## config.mk

```make
export PLATFORM = sky130hd
export DESIGN_NAME = ackdf_key_exp
export DESIGN_NICKNAME = d
export VERILOG_FILES = /design/src/rtl/ackdf_pkg.sv /design/src/rtl/ackdf_key_exp.sv
export SDC_FILE = /design/constraint.sdc
export NUM_CORES = 2
export LEC_CHECK = 0
export BUFFER_PORTS_ARGS = -buffer_cell sky130_fd_sc_hd__buf_2
export CAP_MARGIN = 20
export CORE_MARGIN = 3
export CORE_UTILIZATION = 30
export CTS_BUF_LIST = sky130_fd_sc_hd__clkbuf_4
export DETAILED_ROUTE_END_ITERATION = 8
export GPL_ROUTABILITY_DRIVEN = 0
export MAX_ROUTING_LAYER = met4
export PLACE_DENSITY = 0.54
export SLEW_MARGIN = 5
export SYNTH_ARGS = -nofsm -noshare
export SYNTH_HDL_FRONTEND = slang
export SYNTH_SLANG_ARGS = --single-unit
```

## constraint.sdc

```tcl
create_clock -name clk -period 16.1 [get_ports clk]
set_input_delay 1.61 -clock clk [delete_from_list [all_inputs] [get_ports clk]]
set_output_delay 1.61 -clock clk [all_outputs]
set_load 0.005 [all_outputs]
```

## src/rtl/ackdf_pkg.sv

```systemverilog
// ----------------------------------------------------------------------------
// ackdf_pkg
// Shared types, constants and AES helper functions for the key derivation core.
// ----------------------------------------------------------------------------
package ackdf_pkg;

    localparam int BLOCK_BYTES = 16;
    localparam int BLOCK_W     = 8 * BLOCK_BYTES;
    localparam int CFG_IDX_W   = 3;
    localparam int CFG_DATA_W  = 64;
    localparam int CNT_W       = 5;

    localparam logic [CFG_IDX_W-1:0] REG_KEY_WORD_0 = 3'd0;
    localparam logic [CFG_IDX_W-1:0] REG_KEY_WORD_1 = 3'd1;
    localparam logic [CFG_IDX_W-1:0] REG_KEY_WORD_2 = 3'd2;
    localparam logic [CFG_IDX_W-1:0] REG_KEY_WORD_3 = 3'd3;
    localparam logic [CFG_IDX_W-1:0] REG_KEY_SIZE   = 3'd4;

    localparam logic [1:0] KEY_128 = 2'd0;
    localparam logic [1:0] KEY_192 = 2'd1;
    localparam logic [1:0] KEY_256 = 2'd2;

    typedef enum logic [1:0] {
        FUNC_BEGIN  = 2'd0,
        FUNC_ABSORB = 2'd1,
        FUNC_OUTPUT = 2'd2,
        FUNC_NONE   = 2'd3
    } func_t;

    typedef enum logic [2:0] {
        ST_IDLE,
        ST_KEY,
        ST_INIT,
        ST_ROUND,
        ST_DONE,
        ST_HOLD
    } state_t;

    typedef struct packed {
        logic start;
        logic last;
    } rnd_ctl_t;

    function automatic logic [7:0] sbox(input logic [7:0] a);
        logic [7:0] t [256];
        t = '{
        8'h63,8'h7c,8'h77,8'h7b,8'hf2,8'h6b,8'h6f,8'hc5,8'h30,8'h01,8'h67,8'h2b,8'hfe,8'hd7,8'hab,8'h76,
        8'hca,8'h82,8'hc9,8'h7d,8'hfa,8'h59,8'h47,8'hf0,8'had,8'hd4,8'ha2,8'haf,8'h9c,8'ha4,8'h72,8'hc0,
        8'hb7,8'hfd,8'h93,8'h26,8'h36,8'h3f,8'hf7,8'hcc,8'h34,8'ha5,8'he5,8'hf1,8'h71,8'hd8,8'h31,8'h15,
        8'h04,8'hc7,8'h23,8'hc3,8'h18,8'h96,8'h05,8'h9a,8'h07,8'h12,8'h80,8'he2,8'heb,8'h27,8'hb2,8'h75,
        8'h09,8'h83,8'h2c,8'h1a,8'h1b,8'h6e,8'h5a,8'ha0,8'h52,8'h3b,8'hd6,8'hb3,8'h29,8'he3,8'h2f,8'h84,
        8'h53,8'hd1,8'h00,8'hed,8'h20,8'hfc,8'hb1,8'h5b,8'h6a,8'hcb,8'hbe,8'h39,8'h4a,8'h4c,8'h58,8'hcf,
        8'hd0,8'hef,8'haa,8'hfb,8'h43,8'h4d,8'h33,8'h85,8'h45,8'hf9,8'h02,8'h7f,8'h50,8'h3c,8'h9f,8'ha8,
        8'h51,8'ha3,8'h40,8'h8f,8'h92,8'h9d,8'h38,8'hf5,8'hbc,8'hb6,8'hda,8'h21,8'h10,8'hff,8'hf3,8'hd2,
        8'hcd,8'h0c,8'h13,8'hec,8'h5f,8'h97,8'h44,8'h17,8'hc4,8'ha7,8'h7e,8'h3d,8'h64,8'h5d,8'h19,8'h73,
        8'h60,8'h81,8'h4f,8'hdc,8'h22,8'h2a,8'h90,8'h88,8'h46,8'hee,8'hb8,8'h14,8'hde,8'h5e,8'h0b,8'hdb,
        8'he0,8'h32,8'h3a,8'h0a,8'h49,8'h06,8'h24,8'h5c,8'hc2,8'hd3,8'hac,8'h62,8'h91,8'h95,8'he4,8'h79,
        8'he7,8'hc8,8'h37,8'h6d,8'h8d,8'hd5,8'h4e,8'ha9,8'h6c,8'h56,8'hf4,8'hea,8'h65,8'h7a,8'hae,8'h08,
        8'hba,8'h78,8'h25,8'h2e,8'h1c,8'ha6,8'hb4,8'hc6,8'he8,8'hdd,8'h74,8'h1f,8'h4b,8'hbd,8'h8b,8'h8a,
        8'h70,8'h3e,8'hb5,8'h66,8'h48,8'h03,8'hf6,8'h0e,8'h61,8'h35,8'h57,8'hb9,8'h86,8'hc1,8'h1d,8'h9e,
        8'he1,8'hf8,8'h98,8'h11,8'h69,8'hd9,8'h8e,8'h94,8'h9b,8'h1e,8'h87,8'he9,8'hce,8'h55,8'h28,8'hdf,
        8'h8c,8'ha1,8'h89,8'h0d,8'hbf,8'he6,8'h42,8'h68,8'h41,8'h99,8'h2d,8'h0f,8'hb0,8'h54,8'hbb,8'h16};
        return t[a];
    endfunction

    function automatic logic [31:0] sub_word(input logic [31:0] w);
        return {sbox(w[31:24]), sbox(w[23:16]), sbox(w[15:8]), sbox(w[7:0])};
    endfunction

    function automatic logic [7:0] xtime(input logic [7:0] a);
        return {a[6:0], 1'b0} ^ (a[7] ? 8'h1b : 8'h00);
    endfunction

endpackage

```

## src/rtl/ackdf_key_exp.sv

```systemverilog
// ----------------------------------------------------------------------------
// ackdf_key_exp
// Round key store and sequential key schedule, one 32-bit word per cycle.
// ----------------------------------------------------------------------------
module ackdf_key_exp
(
    input  logic                            clk,
    input  logic                            rst_n,
    input  logic                            start,
    input  logic [4*ackdf_pkg::CFG_DATA_W-1:0] key,
    input  logic [1:0]                      key_size,
    input  logic [3:0]                      rd_round,
    output logic [ackdf_pkg::BLOCK_W-1:0]   rd_key,
    output logic                            busy
);

    logic [ackdf_pkg::BLOCK_W-1:0] rk_mem [15];
    logic [31:0] win_reg [8];
    logic [5:0]  idx_reg, idx_next;
    logic        busy_reg, busy_next;
    logic [2:0]  ph_reg, ph_next;
    logic [7:0]  rcon_reg, rcon_next;
    logic [31:0] wr_word;
    logic [5:0]  total;
    logic [3:0]  nk;
    logic        wr_en;
    logic [31:0] t;

    always_comb
    begin
        case (key_size)
            ackdf_pkg::KEY_128: nk = 4'd4;
            ackdf_pkg::KEY_192: nk = 4'd6;
            default:            nk = 4'd8;
        endcase
        total = 6'(4 * (nk + 7));
    end

    always_comb
    begin
        idx_next  = idx_reg;
        busy_next = busy_reg;
        ph_next   = ph_reg;
        rcon_next = rcon_reg;
        wr_en     = 1'b0;
        wr_word   = '0;
        t         = win_reg[0];
        if (start)
        begin
            idx_next  = '0;
            busy_next = 1'b1;
            ph_next   = '0;
            rcon_next = 8'h01;
        end
        else if (busy_reg)
        begin
            wr_en = 1'b1;
            if ({1'b0, idx_reg} < {3'b0, nk})
            begin
                wr_word = idx_reg[0] ? key[(3 - idx_reg[2:1]) * 64 +: 32]
                                     : key[(3 - idx_reg[2:1]) * 64 + 32 +: 32];
            end
            else
            begin
                if (ph_reg == 3'd0)
                begin
                    t = ackdf_pkg::sub_word({win_reg[0][23:0], win_reg[0][31:24]})
                        ^ {rcon_reg, 24'h0};
                end
                else if (nk == 4'd8 && ph_reg == 3'd4)
                begin
                    t = ackdf_pkg::sub_word(win_reg[0]);
                end
                wr_word = win_reg[3'(nk - 4'd1)] ^ t;
            end
            if ({1'b0, idx_reg} >= {3'b0, nk})
            begin
                if ({1'b0, ph_reg} == nk - 4'd1)
                begin
                    ph_next = '0;
                end
                else
                begin
                    ph_next = ph_reg + 3'd1;
                end
                if (ph_reg == 3'd0)
                begin
                    rcon_next = ackdf_pkg::xtime(rcon_reg);
                end
            end
            idx_next = idx_reg + 6'd1;
            if (idx_reg == total - 6'd1)
            begin
                busy_next = 1'b0;
            end
        end
    end

    always_ff @(posedge clk or negedge rst_n)
    begin
        if (!rst_n)
        begin
            busy_reg <= 1'b0;
            idx_reg  <= '0;
            ph_reg   <= '0;
            rcon_reg <= 8'h01;
        end
        else
        begin
            busy_reg <= busy_next;
            idx_reg  <= idx_next;
            ph_reg   <= ph_next;
            rcon_reg <= rcon_next;
        end
    end

    always_ff @(posedge clk)
    begin
        if (wr_en)
        begin
            rk_mem[idx_reg[5:2]][(3 - int'(idx_reg[1:0])) * 32 +: 32] <= wr_word;
            for (int i = 7; i > 0; i--)
            begin
                win_reg[i] <= win_reg[i - 1];
            end
            win_reg[0] <= wr_word;
        end
    end

    always_ff @(posedge clk)
    begin
        rd_key <= rk_mem[rd_round];
    end

    assign busy = busy_reg | start;

endmodule

```

==> summary.md <==
| Metric | Value |
|---|---|
| Ranking of synthesized cells by area | `edfxtp_1 (63%), mux4_2 (14%), dfxtp_1 (2.5%)` |
| Crit path max-delay family | `simple AND/OR/NAND/NOR gates` |
| Worst hold path class | `register to register` |
| WS Path Type | `register to register` |
| Fraction of layout cells with a size suffix above 1 | `31.55%` |
| DRC viols | `0` |
| Lkg Pwr | `0.04027 uW` |
| Peak supply drop | `0.05894 mV` |
| Synth Cell Area | `103300 um^2` |
| First-pass GRT wire length | `467200 um` |
| F_max | `153.9 MHz` |
| Root Driver | `clkbuf_4` |
| PwrDens | `118.4 nW/um^2` |
| Startpoint Class | `register` |
| Clk buf depth | `4` |
| Total Routed Length | `327400 um` |
| Num CTS Buffers | `598` |
| Layout area overhead | `15.28%` |
| Htree depth | `6` |
| Total iterations of the first detailed-routing run | `9` |
| Fin crit period | `6.497 ns` |
| Core ar. | `341100 um^2` |
| Largest register FFs | `1920` |
| Worst-path maximum fanout | `36` |
| Row count | `214` |
| Final Hold Viols | `0` |
| Count leader, synth | `edfxtp_1` |
| Setup TNS | `0 ns` |
| Clock sink total | `2322` |
| Hpwl dp | `191400 um` |
| Critical Path Slowest Stage Cell | `nor2_1` |
| Worst slew pin tran | `1.203 ns` |
| Yosys reg bits | `2322` |
| Overall Power | `14100 uW` |
| Ys flop type | `edfxtp_1` |
| Initial Utilization | `30.27%` |
| Synth cell types | `104` |
| Die width | `592.7 um` |
| Antenna-violating nets left | `0` |
| Sequential share of the synthesized area | `66.20%` |
| Rel. slew slack | `19.15%` |
| Initial antenna violation count | `36` |
| Slew Limit Fails | `0` |
| Nets | `7466` |
| Clock Latency Late Sink | `1.49 ns` |
| Crit. End Element | `register` |
| WP data arrival | `7.49 ns` |
| Total Routing Usage GR | `18.65%` |
| Final Setup Violations | `0` |
| Clk_skew | `0.1758 ns` |
| RSZ-0062 raised after global routing | `no` |
| Tcrit/Tclk final | `40.35%` |
| Setup Buffers After CTS | `0` |
| Crit path largest cell delay | `1.01 ns` |
| Async S/R FF share, synth | `0.7752%` |
| Syn nets | `6777` |
| Port Buf Inserts | `393` |
| Clk slew on worst S/H paths | `0.06 ns` |
| DR vias | `66200` |
| Initial DRC Count | `8372` |
| Vias in the first global route | `66030` |
| R2R Setup Slk | `9.60 ns` |
| Worst path required time | `17.09 ns` |
| Number of cells produced by synthesis | `6442` |
| Routed length per placed instance | `26.92 um` |
| Post-synth top area share | `63.28%` |
| Die Y | `592.7 um` |
| Mean post-synth cell area | `16.03 um^2` |
| Largest area contributor in the netlist | `edfxtp_1` |
| Largest net degree at the start of global routing | `143` |
| Post-synth EDFFs | `2176` |
| Max Cap Violations | `0` |
| DR vias/cell | `5.443` |
| Die ar. | `351300 um^2` |
| Crit path buf inv count | `2` |
| Synthesis Warnings | `0` |
| # IOs | `394` |
| Most frequent cells after synthesis | `edfxtp_1 (2176), mux4_2 (625), nand2_1 (376)` |
| TritonCTS clock tree | `done` |
| Outcome | `complete, no violations` |
| CP Cell Sequence | `buf_4 > clkinv_1 > ha_1 > mux2i_1 > mux4_2 > mux4_2 > o211a_1 > a211o_1 > mux2i_1 > nand2_1 > nor2_1` |
| FILL cells | `32740` |
| Gr ovfl total | `0` |
path summary, 6_finish.rpt:
check | startpoint | to | cells past startpoint
max in group asynchronous | rst_n | idx_reg[1] | 2
worst min register to register | win_reg[2][15] | win_reg[3][15] | 0
worst min-delay path | win_reg[2][15] | win_reg[3][15] | 0
worst max register to register | win_reg[0][8] | rk_mem[6][82] | 11
min in group asynchronous | rst_n | rcon_reg[2] | 2
worst max-delay path | win_reg[0][8] | rk_mem[6][82] | 11
routing by layer:
metal  up-vias  global-route usage [%]  wire [um]
met4         0                   7.310      12690
met3       726                   3.575      27930
met5         -                       -          0
met1     33970                   24.17     132400
met2      3724                   28.96     154400
li1      27780                       -          -
cells by family after synthesis:
family	Yosys count	share of synthesized area [%]
and+or+nand+nor	1380	6.537
xor gates and xnor gates	28	0.2375
AOI/OAI and AO/OA	1182	7.660
adders and majority gates	70	0.8482
DFF	2322	66.20
buffers and inverters	581	2.406
muxes	879	16.11
worst reg2reg max path: cells and delay by family (launching register included):
family / cells / cell delay, ns
flip-flops: 1 / 0.33
buffers and inverters: 2 / 0.89
adder cells (fa/ha/maj): 1 / 0.89
AO/OA/AOI/OAI: 2 / 0.73
multiplexers: 4 / 1.46
AND/OR/NAND/NOR: 2 / 1.74
layout make-up:
cell class / count / area [um^2] / share of cell area (%)
antenna: 21 / 52.55 / 0.04414
clock buffer: 899 / 6749 / 5.669
clock inverter: 175 / 1101 / 0.9249
inverter: 59 / 229.0 / 0.1923
multi-input combinational: 3539 / 33140 / 27.83
sequential: 2322 / 68370 / 57.43
tap: 4536 / 5675 / 4.767
timing repair buffer: 611 / 3735 / 3.137
what timing repair did:
| action | in CTS | in global routing |
|---|---|---|
| hold buffers | 1 | 0 |
| resized for setup | 0 | 0 |
| hold endpoints to repair | 17 | 0 |
through the flow:
stage	std cells	hold WS, ns	cell area (um^2)	setup slack, ns	utilization [%]
2_1_floorplan	6442	0.4003	103300	5.887	-
3_3_place_gp	11050	0.4007	110900	9.828	32.52
3_5_place_dp	11060	0.4045	111000	9.817	32.55
4_1_cts	12130	0.3723	118900	9.795	34.85
5_1_grt	12160	0.3948	119000	9.438	34.89
6_report	12160	0.3876	119000	9.604	34.90
cells in the final DEF, fill, tap and decap left out, types with 28 or more instances in the layout:
cell	instances
o31ai_1	28
clkinv_1	107
dfxtp_1	128
a21oi_1	227
nor2_1	277
and2_1	36
mux4_2	625
a311oi_1	39
nand2_1	376
and3_1	60
nor2b_1	104
o221ai_1	28
nor3_1	93
nor2_4	60
ha_1	70
o211ai_1	64
buf_4	203
edfxtp_1	2176
o311ai_0	37
inv_1	45
nand2b_1	103
mux2i_1	236
nand3_1	103
o21ai_0	333
a31oi_1	41
buf_2	390
a211oi_1	68
clkbuf_4	899
report_power, final:
part           switching [uW]  leakage, uW  total (uW)  internal [uW]
logic                    1450       0.0138        2170            714
clock network            2450      0.00463        5140           2690
registers                67.9       0.0218        6790           6730
total                    3970       0.0403       14100          10100
Note: power is estimated with default switching activity, not from simulation.
